[config.mk]
export PLATFORM = sky130hd
export DESIGN_NAME = time_source_pool_election_top
export DESIGN_NICKNAME = d
export VERILOG_FILES = /design/src/rtl/core/tspe_pkg.sv /design/src/rtl/core/tspe_ctrl.sv /design/src/rtl/core/tspe_dp.sv /design/src/rtl/core/time_source_pool_election_top.sv
export SDC_FILE = /design/constraint.sdc
export NUM_CORES = 1
export LEC_CHECK = 0
export BUFFER_PORTS_ARGS = -buffer_cell sky130_fd_sc_hd__buf_2
export CORE_MARGIN = 3
export CORE_UTILIZATION = 35
export CTS_CLUSTER_DIAMETER = 80
export DETAILED_ROUTE_END_ITERATION = 8
export REMOVE_ABC_BUFFERS = 1
export SYNTH_ARGS = -nofsm -noshare
export SYNTH_HDL_FRONTEND = slang
export SYNTH_SLANG_ARGS = --single-unit
[constraint.sdc]
create_clock -name clk -period 22.2 [get_ports clk]
set_clock_uncertainty 0.2 [all_clocks]
set_input_delay 6.66 -clock clk [delete_from_list [all_inputs] [get_ports clk]]
set_output_delay 6.66 -clock clk [all_outputs]
set_load 0.03 [all_outputs]
[src/rtl/core/tspe_pkg.sv]
// tspe_pkg: shared types and constants of the time source pool election block
// transaction structs, status codes, register indexes, controller/datapath link
// no dependencies
package tspe_pkg;

    // configuration port
    localparam int CFG_INDEX_W = 4;
    localparam int CFG_DATA_W  = 16;
    localparam logic [CFG_INDEX_W-1:0] CFG_PERIOD = 4'd0;
    localparam logic [CFG_INDEX_W-1:0] CFG_FORCE  = 4'd1;

    // timing constants
    localparam int                  DEATH_PERIODS = 3;
    localparam int                  THR_W         = 18;
    localparam logic [15:0]         PERIOD_RESET  = 16'd300;
    localparam logic [15:0]         MIN_PERIOD    = 16'd10;
    localparam logic [THR_W-1:0]    THR_RESET     = THR_W'(DEATH_PERIODS * 300);
    localparam logic [31:0]         NTP_TO_UNIX   = 32'd2208988800;
    localparam logic [19:0]         USEC_PER_SEC  = 20'd1000000;
    localparam logic [7:0]          MAX_STRATUM   = 8'd255;

    typedef enum logic [1:0] {
        ST_IGNORED   = 2'd0,
        ST_DROPPED   = 2'd1,
        ST_STORED    = 2'd2,
        ST_TICK_DONE = 2'd3
    } status_t;

    typedef struct packed {
        logic        op;
        logic        gps_active;
        logic [31:0] sender_address;
        logic [7:0]  sender_stratum;
        logic [31:0] transmit_seconds;
        logic [31:0] transmit_fraction;
        logic [31:0] now_seconds;
        logic [19:0] now_usec;
    } in_item_t;

    typedef struct packed {
        status_t     status;
        logic [2:0]  slot;
        logic        source_valid;
        logic [2:0]  source_slot;
        logic [8:0]  local_stratum_out;
        logic        sync;
        logic [31:0] origin_unix_seconds;
        logic [19:0] origin_usec;
    } out_item_t;

    // controller to datapath
    typedef struct packed {
        logic accept;
        logic dispatch;
        logic scan;
        logic place;
        logic elect;
        logic elect_done;
        logic tick_read;
        logic tick_eval;
        logic load_out;
    } dp_cmd_t;

    // datapath to controller
    typedef struct packed {
        logic is_tick;
        logic is_ignore;
        logic scan_last;
        logic elect_needed;
    } dp_stat_t;

endpackage

[src/rtl/core/tspe_ctrl.sv]
// tspe_ctrl: sequencing state machine of the pool election block
// drives datapath commands and the handshake of both channels
// depends on tspe_pkg
module tspe_ctrl (
    input  logic               clk,
    input  logic               rst_n,
    input  logic               in_valid,
    output logic               in_ready,
    output logic               out_valid,
    input  logic               out_ready,
    output tspe_pkg::dp_cmd_t  cmd,
    input  tspe_pkg::dp_stat_t stat
);
    import tspe_pkg::*;

    typedef enum logic [3:0] {
        S_IDLE,
        S_DISPATCH,
        S_SCAN,
        S_PLACE,
        S_ELECT,
        S_ELECT_DONE,
        S_TICK_RD,
        S_TICK_EVAL,
        S_FINISH
    } state_t;

    state_t state_reg;
    logic   out_valid_reg;
    logic   out_free;

    assign out_free  = !out_valid_reg || out_ready;
    assign in_ready  = (state_reg == S_IDLE);
    assign out_valid = out_valid_reg;

    always_comb
    begin
        cmd            = '0;
        cmd.accept     = (state_reg == S_IDLE) && in_valid;
        cmd.dispatch   = (state_reg == S_DISPATCH);
        cmd.scan       = (state_reg == S_SCAN);
        cmd.place      = (state_reg == S_PLACE);
        cmd.elect      = (state_reg == S_ELECT);
        cmd.elect_done = (state_reg == S_ELECT_DONE);
        cmd.tick_read  = (state_reg == S_TICK_RD);
        cmd.tick_eval  = (state_reg == S_TICK_EVAL);
        cmd.load_out   = (state_reg == S_FINISH) && out_free;
    end

    always_ff @(posedge clk or negedge rst_n)
    begin
        if (!rst_n)
        begin
            state_reg     <= S_IDLE;
            out_valid_reg <= 1'b0;
        end
        else
        begin
            if (cmd.load_out)
            begin
                out_valid_reg <= 1'b1;
            end
            else if (out_valid_reg && out_ready)
            begin
                out_valid_reg <= 1'b0;
            end
            case (state_reg)
                S_IDLE:
                begin
                    if (in_valid)
                    begin
                        state_reg <= S_DISPATCH;
                    end
                end
                S_DISPATCH:
                begin
                    if (stat.is_tick)
                    begin
                        state_reg <= S_TICK_RD;
                    end
                    else if (stat.is_ignore)
                    begin
                        state_reg <= S_FINISH;
                    end
                    else
                    begin
                        state_reg <= S_SCAN;
                    end
                end
                S_SCAN:
                begin
                    if (stat.scan_last)
                    begin
                        state_reg <= S_PLACE;
                    end
                end
                S_PLACE:
                begin
                    if (stat.elect_needed)
                    begin
                        state_reg <= S_ELECT;
                    end
                    else
                    begin
                        state_reg <= S_FINISH;
                    end
                end
                S_ELECT:
                begin
                    if (stat.scan_last)
                    begin
                        state_reg <= S_ELECT_DONE;
                    end
                end
                S_ELECT_DONE:
                begin
                    state_reg <= S_FINISH;
                end
                S_TICK_RD:
                begin
                    state_reg <= S_TICK_EVAL;
                end
                S_TICK_EVAL:
                begin
                    state_reg <= S_FINISH;
                end
                S_FINISH:
                begin
                    if (out_free)
                    begin
                        state_reg <= S_IDLE;
                    end
                end
                default:
                begin
                    state_reg <= S_IDLE;
                end
            endcase
        end
    end

endmodule

[src/rtl/core/tspe_dp.sv]
// tspe_dp: pool memory, scan registers, election state and result register
// executes the commands of tspe_ctrl, holds the configuration registers
// depends on tspe_pkg
module tspe_dp #(
    parameter int POOL_SIZE = 8
) (
    input  logic                                clk,
    input  logic                                rst_n,
    input  tspe_pkg::in_item_t                  in_data,
    input  logic                                cfg_write,
    input  logic [tspe_pkg::CFG_INDEX_W-1:0]    cfg_index,
    input  logic [tspe_pkg::CFG_DATA_W-1:0]     cfg_data,
    input  tspe_pkg::dp_cmd_t                   cmd,
    output tspe_pkg::dp_stat_t                  stat,
    output tspe_pkg::out_item_t                 out_data
);
    import tspe_pkg::*;

    localparam int IDX_W = $clog2(POOL_SIZE);
    localparam int CNT_W = $clog2(POOL_SIZE + 1);

    // configuration
    logic [THR_W-1:0]  thr_reg;
    logic              force_reg;
    logic [15:0]       period_clamped;
    logic [THR_W-1:0]  thr_next;

    // current transaction
    in_item_t          item_reg;
    logic [31:0]       lim_reg;
    logic              lim_pos_reg;
    logic [19:0]       usec_reg;
    logic [32:0]       lim_diff;
    logic [51:0]       usec_prod;

    // scan sequencing
    logic [CNT_W-1:0]  cnt_reg;
    logic              eval_vld_reg;
    logic [IDX_W-1:0]  eval_idx_reg;
    logic              rd_en;
    logic [IDX_W-1:0]  rd_addr;

    // pool memory and per-entry valid bits
    logic [31:0]       addr_mem   [POOL_SIZE];
    logic [31:0]       seen_mem   [POOL_SIZE];
    logic [7:0]        strat_mem  [POOL_SIZE];
    logic [POOL_SIZE-1:0] valid_reg;
    logic [31:0]       rd_address_reg;
    logic [31:0]       rd_seen_reg;
    logic [7:0]        rd_strat_reg;
    logic              rd_valid_reg;

    logic [31:0]       e_addr;
    logic [31:0]       e_seen;
    logic [7:0]        e_strat;
    logic              e_dead;
    logic              e_match;
    logic              eval1;
    logic              eval2;
    logic              clear_we;

    // scan results
    logic [IDX_W-1:0]  sender_reg;
    logic              sender_found_reg;
    logic [IDX_W-1:0]  avail_reg;
    logic              avail_found_reg;
    logic [IDX_W-1:0]  weakest_reg;
    logic              weakest_found_reg;
    logic [7:0]        worst_reg;
    logic [7:0]        src_strat_reg;
    logic [7:0]        best_reg;
    logic [IDX_W-1:0]  pick_reg;
    logic [IDX_W-1:0]  slot_reg;

    logic              place_found;
    logic [IDX_W-1:0]  place_idx;
    logic              place_weak;
    logic              have_after;
    logic [IDX_W-1:0]  src_cand;
    logic [8:0]        strat_plus1;
    logic              tick_keep;

    // election state
    logic              have_source_reg;
    logic [IDX_W-1:0]  source_index_reg;
    logic [8:0]        local_stratum_reg;
    logic              have_source_next;
    logic [IDX_W-1:0]  source_index_next;
    logic [8:0]        local_stratum_next;

    // result
    status_t           status_reg;
    logic              sync_reg;
    out_item_t         out_reg;
    logic              stored;
    logic [IDX_W+2:0]  slot_ext;
    logic [IDX_W+2:0]  src_ext;

    // configuration registers
    assign period_clamped = (cfg_data < MIN_PERIOD) ? MIN_PERIOD : cfg_data;
    assign thr_next       = THR_W'(period_clamped) * THR_W'(DEATH_PERIODS);

    always_ff @(posedge clk or negedge rst_n)
    begin
        if (!rst_n)
        begin
            thr_reg   <= THR_RESET;
            force_reg <= 1'b0;
        end
        else if (cfg_write)
        begin
            case (cfg_index)
                CFG_PERIOD: thr_reg   <= thr_next;
                CFG_FORCE:  force_reg <= cfg_data[0];
                default:    ;
            endcase
        end
    end

    // decode and per-transaction precomputation
    assign lim_diff  = {1'b0, item_reg.now_seconds} - 33'(thr_reg);
    assign usec_prod = item_reg.transmit_fraction * USEC_PER_SEC;

    assign stat.is_tick      = item_reg.op;
    assign stat.is_ignore    = !item_reg.op &&
                               ((item_reg.sender_stratum == 8'd0) || item_reg.gps_active);
    assign stat.scan_last    = (cnt_reg == CNT_W'(POOL_SIZE));
    assign stat.elect_needed = place_found && !have_after;

    // memory read port
    assign rd_en   = cmd.tick_read ||
                     ((cmd.scan || cmd.elect) && (cnt_reg < CNT_W'(POOL_SIZE)));
    assign rd_addr = cmd.tick_read ? source_index_reg : cnt_reg[IDX_W-1:0];

    // never-written entries read as zero
    assign e_addr  = rd_valid_reg ? rd_address_reg : 32'd0;
    assign e_seen  = rd_valid_reg ? rd_seen_reg    : 32'd0;
    assign e_strat = rd_valid_reg ? rd_strat_reg   : 8'd0;
    assign e_dead  = lim_pos_reg && (e_seen < lim_reg);
    assign e_match = (e_addr == item_reg.sender_address);
    assign eval1   = cmd.scan && eval_vld_reg;
    assign eval2   = cmd.elect && eval_vld_reg;
    assign clear_we = eval1 && !e_match && e_dead;

    always_ff @(posedge clk)
    begin
        if (cmd.place && place_found)
        begin
            addr_mem[place_idx]  <= item_reg.sender_address;
            seen_mem[place_idx]  <= item_reg.now_seconds;
            strat_mem[place_idx] <= item_reg.sender_stratum;
        end
        else if (clear_we)
        begin
            strat_mem[eval_idx_reg] <= 8'd0;
        end
        if (rd_en)
        begin
            rd_address_reg <= addr_mem[rd_addr];
            rd_seen_reg    <= seen_mem[rd_addr];
            rd_strat_reg   <= strat_mem[rd_addr];
            rd_valid_reg   <= valid_reg[rd_addr];
        end
    end

    always_ff @(posedge clk or negedge rst_n)
    begin
        if (!rst_n)
        begin
            valid_reg <= '0;
        end
        else if (cmd.place && place_found)
        begin
            valid_reg[place_idx] <= 1'b1;
        end
    end

    // slot selection after the first pass
    assign place_weak  = !sender_found_reg && !avail_found_reg && weakest_found_reg;
    assign place_found = sender_found_reg || avail_found_reg || weakest_found_reg;
    assign place_idx   = sender_found_reg ? sender_reg :
                         avail_found_reg  ? avail_reg  : weakest_reg;
    assign have_after  = have_source_reg &&
                         !(place_weak && (source_index_reg == weakest_reg));
    assign src_cand    = ((place_idx != source_index_reg) &&
                          (item_reg.sender_stratum < src_strat_reg)) ?
                         place_idx : source_index_reg;
    assign strat_plus1 = {1'b0, item_reg.sender_stratum} + 9'd1;
    assign tick_keep   = have_source_reg && !e_dead;

    // election state update
    always_comb
    begin
        have_source_next   = have_source_reg;
        source_index_next  = source_index_reg;
        local_stratum_next = local_stratum_reg;
        if (clear_we && (source_index_reg == eval_idx_reg))
        begin
            have_source_next = 1'b0;
        end
        if (cmd.place && place_found)
        begin
            have_source_next = have_after;
            if (have_after)
            begin
                source_index_next = src_cand;
                if (place_idx == src_cand)
                begin
                    local_stratum_next = strat_plus1;
                end
            end
        end
        if (cmd.elect_done)
        begin
            have_source_next  = 1'b1;
            source_index_next = pick_reg;
            if (pick_reg == slot_reg)
            begin
                local_stratum_next = strat_plus1;
            end
        end
        if (cmd.tick_eval)
        begin
            if (force_reg || item_reg.gps_active)
            begin
                have_source_next = 1'b0;
            end
            else
            begin
                have_source_next = tick_keep;
                if (!tick_keep)
                begin
                    local_stratum_next = 9'd0;
                end
            end
        end
    end

    always_ff @(posedge clk or negedge rst_n)
    begin
        if (!rst_n)
        begin
            have_source_reg   <= 1'b0;
            source_index_reg  <= '0;
            local_stratum_reg <= 9'd0;
            cnt_reg           <= '0;
            eval_vld_reg      <= 1'b0;
        end
        else
        begin
            have_source_reg   <= have_source_next;
            source_index_reg  <= source_index_next;
            local_stratum_reg <= local_stratum_next;
            if (cmd.dispatch || cmd.place)
            begin
                cnt_reg      <= '0;
                eval_vld_reg <= 1'b0;
            end
            else if (cmd.scan || cmd.elect)
            begin
                eval_vld_reg <= rd_en;
                if (rd_en)
                begin
                    cnt_reg <= cnt_reg + CNT_W'(1);
                end
            end
        end
    end

    // slot numbers wrap to three bits
    assign stored   = (status_reg == ST_STORED);
    assign slot_ext = {3'b000, slot_reg};
    assign src_ext  = {3'b000, source_index_reg};

    function automatic out_item_t out_next();
        out_item_t o;
        o.status              = status_reg;
        o.slot                = stored ? slot_ext[2:0] : 3'd0;
        o.source_valid        = have_source_reg;
        o.source_slot         = src_ext[2:0];
        o.local_stratum_out   = local_stratum_reg;
        o.sync                = sync_reg;
        o.origin_unix_seconds = stored ? (item_reg.transmit_seconds - NTP_TO_UNIX) : 32'd0;
        o.origin_usec         = stored ? usec_reg : 20'd0;
        return o;
    endfunction

    // transaction, scan and result registers
    always_ff @(posedge clk)
    begin
        if (cmd.accept)
        begin
            item_reg <= in_data;
        end
        if ((cmd.scan || cmd.elect) && rd_en)
        begin
            eval_idx_reg <= cnt_reg[IDX_W-1:0];
        end
        if (cmd.dispatch)
        begin
            lim_reg           <= lim_diff[31:0];
            lim_pos_reg       <= !lim_diff[32];
            usec_reg          <= usec_prod[51:32];
            sender_found_reg  <= 1'b0;
            avail_found_reg   <= 1'b0;
            weakest_found_reg <= 1'b0;
            worst_reg         <= item_reg.sender_stratum;
            sync_reg          <= 1'b0;
            status_reg        <= item_reg.op ? ST_TICK_DONE : ST_IGNORED;
        end
        if (eval1)
        begin
            if (eval_idx_reg == source_index_reg)
            begin
                src_strat_reg <= e_strat;
            end
            if (e_match)
            begin
                sender_reg       <= eval_idx_reg;
                sender_found_reg <= 1'b1;
            end
            else if (e_dead)
            begin
                if (!avail_found_reg)
                begin
                    avail_reg       <= eval_idx_reg;
                    avail_found_reg <= 1'b1;
                end
            end
            else if (e_strat > worst_reg)
            begin
                weakest_reg       <= eval_idx_reg;
                weakest_found_reg <= 1'b1;
                worst_reg         <= e_strat;
            end
        end
        if (cmd.place)
        begin
            status_reg <= place_found ? ST_STORED : ST_DROPPED;
            slot_reg   <= place_idx;
            pick_reg   <= place_idx;
            best_reg   <= MAX_STRATUM;
            if (place_found && have_after && (place_idx == src_cand))
            begin
                sync_reg <= 1'b1;
            end
        end
        if (eval2 && !e_dead && (e_strat != 8'd0) && (e_strat < best_reg))
        begin
            pick_reg <= eval_idx_reg;
            best_reg <= e_strat;
        end
        if (cmd.elect_done && (pick_reg == slot_reg))
        begin
            sync_reg <= 1'b1;
        end
        if (cmd.load_out)
        begin
            out_reg <= out_next();
        end
    end

    assign out_data = out_reg;

endmodule

[src/rtl/core/time_source_pool_election_top.sv]
// time_source_pool_election_top: top level of the time source pool election block
// joins the sequencing controller and the pool datapath
// depends on tspe_pkg, tspe_ctrl, tspe_dp
//
// usage
// - input channel in_valid/in_ready/in_data carries one broadcast or tick per transaction
// - output channel out_valid/out_ready/out_data returns exactly one result per input
// - cfg_write/cfg_index/cfg_data write period (index 0) or server mode (index 1),
//   only while the block is idle; other indexes are ignored
// - one item at a time: in_ready is high only while no item is being worked on
// - broadcast: decode, a first pass over the pool, placement, and, when the broadcast is
//   stored and no source is held after it, an election pass, then the result is posted;
//   both passes read the pool through its single read port
// - tick: decode, read of the source entry, evaluation, post; ignored broadcast: decode, post;
//   the block passes through idle before the next accept
// - the result register frees the input side: a new item is taken while a result waits,
//   but its own result is posted only once the previous one has been taken
// - reset empties the pool (per-entry valid bits), drops the source, zeroes the local
//   stratum and loads period 300 s and client mode; no clearing pass is needed
module time_source_pool_election_top #(
    parameter int POOL_SIZE = 8
) (
    input  logic                                clk,
    input  logic                                rst_n,
    input  logic                                in_valid,
    output logic                                in_ready,
    input  tspe_pkg::in_item_t                  in_data,
    output logic                                out_valid,
    input  logic                                out_ready,
    output tspe_pkg::out_item_t                 out_data,
    input  logic                                cfg_write,
    input  logic [tspe_pkg::CFG_INDEX_W-1:0]    cfg_index,
    input  logic [tspe_pkg::CFG_DATA_W-1:0]     cfg_data
);
    import tspe_pkg::*;

    dp_cmd_t  cmd;
    dp_stat_t stat;

    // sequencer: owns in_ready and out_valid
    tspe_ctrl u_ctrl (
        .clk       (clk),
        .rst_n     (rst_n),
        .in_valid  (in_valid),
        .in_ready  (in_ready),
        .out_valid (out_valid),
        .out_ready (out_ready),
        .cmd       (cmd),
        .stat      (stat)
    );

    // pool memory, election state, config registers and result register
    tspe_dp #(
        .POOL_SIZE (POOL_SIZE)
    ) u_dp (
        .clk       (clk),
        .rst_n     (rst_n),
        .in_data   (in_data),
        .cfg_write (cfg_write),
        .cfg_index (cfg_index),
        .cfg_data  (cfg_data),
        .cmd       (cmd),
        .stat      (stat),
        .out_data  (out_data)
    );

`ifndef SYNTHESIS
    // one item in flight: acceptance closes the input side
    a_single_item: assert property (@(posedge clk) disable iff (!rst_n)
        in_valid && in_ready |=> !in_ready)
        else $error("input accepted while an item is in flight");

    // origin fields only carry data for a stored broadcast
    a_origin_zero: assert property (@(posedge clk) disable iff (!rst_n)
        out_valid && (out_data.status != ST_STORED) |->
            (out_data.origin_unix_seconds == 32'd0) && (out_data.origin_usec == 20'd0)
            && (out_data.slot == 3'd0))
        else $error("origin or slot set on a result that stored nothing");

    // a sync comes only from a stored broadcast of the elected source
    a_sync_source: assert property (@(posedge clk) disable iff (!rst_n)
        out_valid && out_data.sync |->
            out_data.source_valid && (out_data.status == ST_STORED)
            && (out_data.slot == out_data.source_slot)
            && (out_data.local_stratum_out != 9'd0))
        else $error("sync without a matching elected source");
`endif

endmodule
# Word-level counts from Yosys, hierarchy flattened
# Memory sizes are Yosys's and may differ from the RTL's. A register that Yosys moved wholly into a read port is not among the register bits.
# Cells that the tools add are included.
# W data, S select, Z words.
dict set report word_totals {
  regBits 361
  ram_bits 576
  inputBits 183
  out_inout_bits 73
  wordCells 234
  memories 3
}
# name depth width rd rd_ports_with_merged_regs write_ports line_no
set mem_list {}
lappend mem_list {u_dp.addr_mem 8 32 1 1 1 tspe_dp.sv:44} ;# logic [31:0] addr_mem [POOL_SIZE];
lappend mem_list {u_dp.seen_mem 8 32 1 1 1 tspe_dp.sv:45} ;# logic [31:0] seen_mem [POOL_SIZE];
lappend mem_list {u_dp.strat_mem 8 8 1 1 1 tspe_dp.sv:46} ;# logic [7:0] strat_mem [POOL_SIZE];
dict set report classes {
  n_addsub 4
  mul 2
  magnitude_cmp 9
  eq_ne 22
  muxes 80
  n_bitwise 4
  n_reduce_logical 67
}
# op count
set ops {}
lappend ops {{$mux W8} 9}
lappend ops {{$mux W9} 8}
lappend ops {{$mux W32} 2}
lappend ops {{$mul A32 B14 Y46 const B} 1}
lappend ops {{$mux W4} 10}
lappend ops {{$mux W1} 33}
lappend ops {{$sub A32 B18 Y33} 1}
lappend ops {{$eq A32 B32 Y1} 1}
lappend ops {{$lt A32 B32 Y1} 1}
lappend ops {{$pmux W4 S8} 1}
lappend ops {{$sub A32 B32 Y32 const B} 1}
lappend ops {{$mux W3} 10}
lappend ops {{$logic_and A1 B1 Y1} 27}
lappend ops {{$mul A16 B2 Y18 const B} 1}
lappend ops {{$eq A4 B3 Y1 const B} 4}
lappend ops {{$lt A16 B4 Y1 const B} 1}
lappend ops {{$lt A8 B8 Y1} 2}
lappend ops {{$mux W16} 1}
lappend ops {{$eq A3 B3 Y1} 5}
lappend ops {{$reduce_bool A2 Y1} 7}
lappend ops {{$reduce_and A2 Y1} 6}
lappend ops {{$reduce_and A4 Y1} 3}
lappend ops {{$add A8 B1 Y9 const B} 1}
lappend ops {{$logic_not A1 Y1} 9}
lappend ops {{24 further kinds} 43}

# Depth between registers and ports, before layout
dict set report logic_depth {
  depth_word 14
  mapped_depth 20
  depth_no_buf 20
}

# Cells and area by module
# From an unflattened synthesis, not the netlist that was laid out.
dict set report unflattened {
  cells_unflattened 2949
  hier_area_um2 47097.7
}
# module n_inst cells_per_inst area_per_inst_um2
set by_module_without_submodules {}
lappend by_module_without_submodules {tspe_dp 1 2906 46729.8}
lappend by_module_without_submodules {tspe_ctrl 1 43 367.9}

# Worst setup path after synthesis
# No wires, ideal clock.
dict set report synth_path {
  path_kind {input-to-reg}
  from {input port out_ready}
  to {register u_dp.out_reg (netlist bit u_dp.out_data[0]) (enable)}
  setup_time_ns 0.508
  arrival_ns 9.950
  slack_ns 11.541
  stages 2
  n_path_buf 0
  path_cell_list {nand2b_1 nor2b_1}
}
# element line_no
set synth_rtl {}
lappend synth_rtl {{start: declaration} time_source_pool_election_top.sv:29} ;# input logic out_ready,
lappend synth_rtl {{end signal: assignment} tspe_dp.sv:359} ;# out_reg <= out_next();
lappend synth_rtl {{end: declaration} tspe_dp.sv:94} ;# out_item_t out_reg;

# Worst setup path after layout
dict set report layout_path {
  from {input port cfg_data[14] (netlist name)}
  to {register u_dp.thr_reg[14]}
}
dict set report layout_via {
  elab_chain_len 3
}
# element line_no
set layout_lines {}
lappend layout_lines {{start: declaration} time_source_pool_election_top.sv:33} ;# input logic [tspe_pkg::CFG_DATA_W-1:0] cfg_data
lappend layout_lines {{$lt A16 B4 Y1} tspe_dp.sv:100} ;# assign period_clamped = (cfg_data < MIN_PERIOD) ? MIN_PERIOD : cfg_data;
lappend layout_lines {{$mux W16 *} tspe_dp.sv:100}
lappend layout_lines {{$mul A16 B2 Y18 *} tspe_dp.sv:101} ;# assign thr_next = THR_W'(period_clamped) * THR_W'(DEATH_PERIODS);
lappend layout_lines {{end signal: assignment} tspe_dp.sv:113} ;# CFG_PERIOD: thr_reg <= thr_next;
lappend layout_lines {{end: declaration} tspe_dp.sv:23} ;# logic [THR_W-1:0] thr_reg;
# Mark *: on every way between the ends. The rest lies on a longest branch, timed or not.
# A chain may end at the register's enable or synchronous reset.

==> results.txt <==
The startpoint of the lowest-slack register-to-register path was u_dp.item_reg[72]. The startpoint identified for the worst hold timing path is u_dp.local_stratum_reg[2]. The library cell used most frequently in the layout, excluding fill and tap cells, is edfxtp_1.

The initialized floorplan defines 134 standard-cell rows. The mapped cell area was 47400 µm²; the number of global-route vias before repair was 25700. The number of register bits inferred by synthesis came out at 1009.

In this run the tool buffered the top-level ports with 235 buffer cells. The top cell types in the final layout, fill and taps aside, are 947 x edfxtp_1, 313 x inv_1, 245 x ha_1. TritonCTS built the clock tree. Setup repair after global routing left no endpoint under its margin. The buffers inserted during post-CTS setup optimization is 0, and the die footprint is 140000 µm². For the global-route total usage across every layer, the log shows 14.6%. Before CTS, the worst setup slack after placement is 11580 ps. The worst setup path is launched from an input pin. In this run the tightest slew margin relative to its limit is 14.4%. The relative area change from synthesis to final layout came out at 14.8%.

The layout has 12200 filler cells. End point of the worst hold path: u_dp.out_data[55]. Entering global routing, the biggest net connects 147 pins. The worst path meets setup with 12270 ps of slack. By area the synthesized netlist is led by edfxtp_1 60%, mux4_2 6.9%, ha_1 6.5%. The first detailed-routing pass ran for 5 iterations. The highest achievable clock rate is 0.101 GHz, and the distinct cell type count after synthesis is 89. Summed over its instances, the top area cell type makes up 60.0% of the synthesized netlist area. For the pin with the worst max-slew slack, the measured transition is 1280 ps. The run gives 0 as the total of max-cap violations.

The worst reg2reg path endpoint is u_dp.usec_reg[19]. Clock-pin slew was measured on the worst setup and hold paths at 60 ps. The vias per cell came out at 4.89.

Number of slew-limit violations in the final report: 0. Routability-driven placement finished with a final weighted congestion of 0.806. The final layout contains 3811 nets. The routed design could run at a clock period as short as 9930 ps. The number of hold-slack violations in the final timing report came out at 0. The first global-routing pass estimated 157000 µm of wire. The finished layout holds 5115 standard cells, fillers aside.

The setup TNS came out at 0 ps. The clock sink total came out at 1009. For this run, the leading register cell type out of synthesis is edfxtp_1.

The overall die height works out to 374 µm. The remaining global-route overflow was 0. For the area used by multi-input combinational logic, the log shows 16000 µm².

The flow ran to the end, and the final reports show no timing, DRC or antenna violations. The overall routed net length was 102000 µm; the number of setup violations in the final report was 0. The dominant delay contributor by cell family on the critical path was compound AO/OA/AOI/OAI gates.

The core region is 134000 µm². The final route contains 25000 vias. The share of post-route cells with drive strength above 1 works out to 21.0%. Summed over all instances, the cell type with the most area after synthesis is edfxtp_1. After the first detailed-routing iteration, the DRC count stood at 1624. The tools report the half-perimeter wire length of the detailed placement result as 63600 µm.

After detailed routing, the number of remaining DRC violations is 0. The die boundary width was 374 µm; the number of antenna violations at the first check in global routing was 5. The worst hold path was traced through 0 stages. Once the clock tree was built, the resizer swapped 0 gates to a different size.

The post-synthesis area per instance works out to 16.0 µm². The initial utilization of the core area, before any placement, comes to 35.4%. The sequential cells in the finished layout cover a total of 29900 µm². Of all nets on the critical path, the largest fanout is 6. The average wire per standard cell works out to 20.0 µm. The largest single stage delay on the critical path is 640 ps.

CTS built an H-tree with a depth of 3. The data arrival time of the critical path is 10310 ps, and the number of enable-type register cells in the synthesized netlist is 947. The min-delay analysis places its worst path in the category flop to flop.

Number of buffers created by CTS: 110. Final period utilization: 44.7%. Hold repair after CTS inserted 0 buffers.

Sequential elements use 63.2% of the synthesized area. The worst setup path is of the input pin to flop kind. The nature of the critical path endpoint was a flop.

The run gives 0 as the count of antenna-violating nets left after detailed routing. For this run, asynchronously set or reset flops after synthesis account for 4.96%. The logs give 4903 for the placed cell count and 40.6% for the utilization after layout. Maximum clock path buffer count: 3.

Measured in cells, the most critical reg-to-reg path has a length of 20. Synthesis produced a netlist whose cell count is 2956. The critical path goes through buf_2 -> inv_1 -> ha_1 -> nor4b_1 -> nand4_1 -> nor2b_1 -> inv_1 -> ha_1 -> a21o_1 -> a21o_1 -> a2111oi_0 -> o21ai_0 -> nor2b_1 -> a311o_1 -> a21oi_1 -> xor2_1 -> o21ai_1. The internal reg-to-reg setup slack is 15540 ps, and the number of buffer and inverter stages on the critical path is 3. STA puts the critical path data required time at 22570 ps. The tools report the clock root buffer master as clkbuf_16.

The logs give 256 for the boundary pin count and 0 for the number of warnings reported in the yosys synthesis log. Cell with the largest stage delay on the worst path: a2111oi_0. For the worst-skew pair, the clock arrives at the later sink with an insertion delay of 740 ps.
## synth_stat cells (19+ instances only)
cell	n
nor2b_1	26
xnor2_1	71
edfxtp_1	947
buf_2	22
xor2_1	37
mux4_2	146
and2_1	72
mux2i_1	26
mux2_2	80
clkbuf_1	53
nor2_1	128
nand2_1	86
o21ai_0	56
nor3_1	33
nand2b_1	19
inv_1	314
nand3_1	36
fa_1	136
a21oi_1	74
ha_1	245
dfrtp_1	46
a21o_1	34
## metal layers
metal  vias up  GRT usage (%)  wire (µm)
li1      11600              -          -
met1     12800           20.0      45500
met2       489           24.4      50000
met3       146           2.38       4310
met4         4           3.78       2220
met5         -              0         27
## how the worst max path moves through the flow
stage                                   start                end  slack, ps  depth (start not counted)
final                            cfg_data[14]   u_dp.thr_reg[14]      12270                         17
after global routing             cfg_data[14]   u_dp.thr_reg[14]      12000                         17
after CTS                        cfg_data[14]   u_dp.thr_reg[14]      12340                         17
after detailed placement         cfg_data[14]   u_dp.thr_reg[14]      11580                         17
after global placement           cfg_data[14]   u_dp.thr_reg[14]      11650                         17
after floorplan           u_ctrl.state_reg[1]  u_dp.rd_valid_reg       6220                          5
## cell type report
type,instances,area share [%]
clock inverter,70,1.40
sequential,1009,55.0
multi-input combinational,1547,29.4
inverter,317,2.19
tap,1768,4.07
clock buffer,136,5.30
antenna,6,0.0276
timing repair buffer,262,2.58
## through the flow
stage / cell area (µm²) / hold slack, ps
finish: 54400 / 234
global route: 54400 / 246
CTS: 54400 / 237
detailed placement: 50700 / 225
global placement: 50700 / 218
floorplan: 47000 / 209
## cell families (layout without fill, tap and decap cells)
group | after synthesis | in the layout | synth area share (%)
AOI/OAI and AO/OA | 307 | 307 | 4.39
xor gates and xnor gates | 108 | 108 | 2.00
adders and majority gates | 382 | 382 | 12.2
buffers and inverters | 400 | 785 | 3.28
DFF | 1009 | 1009 | 63.2
muxes | 253 | 253 | 9.42
other | 0 | 6 | 0
and+or+nand+nor | 497 | 497 | 5.47
Power is left out: the tool's default activity adds up to more than one toggle a clock period on the data nets, which glitch-free logic cannot reach.
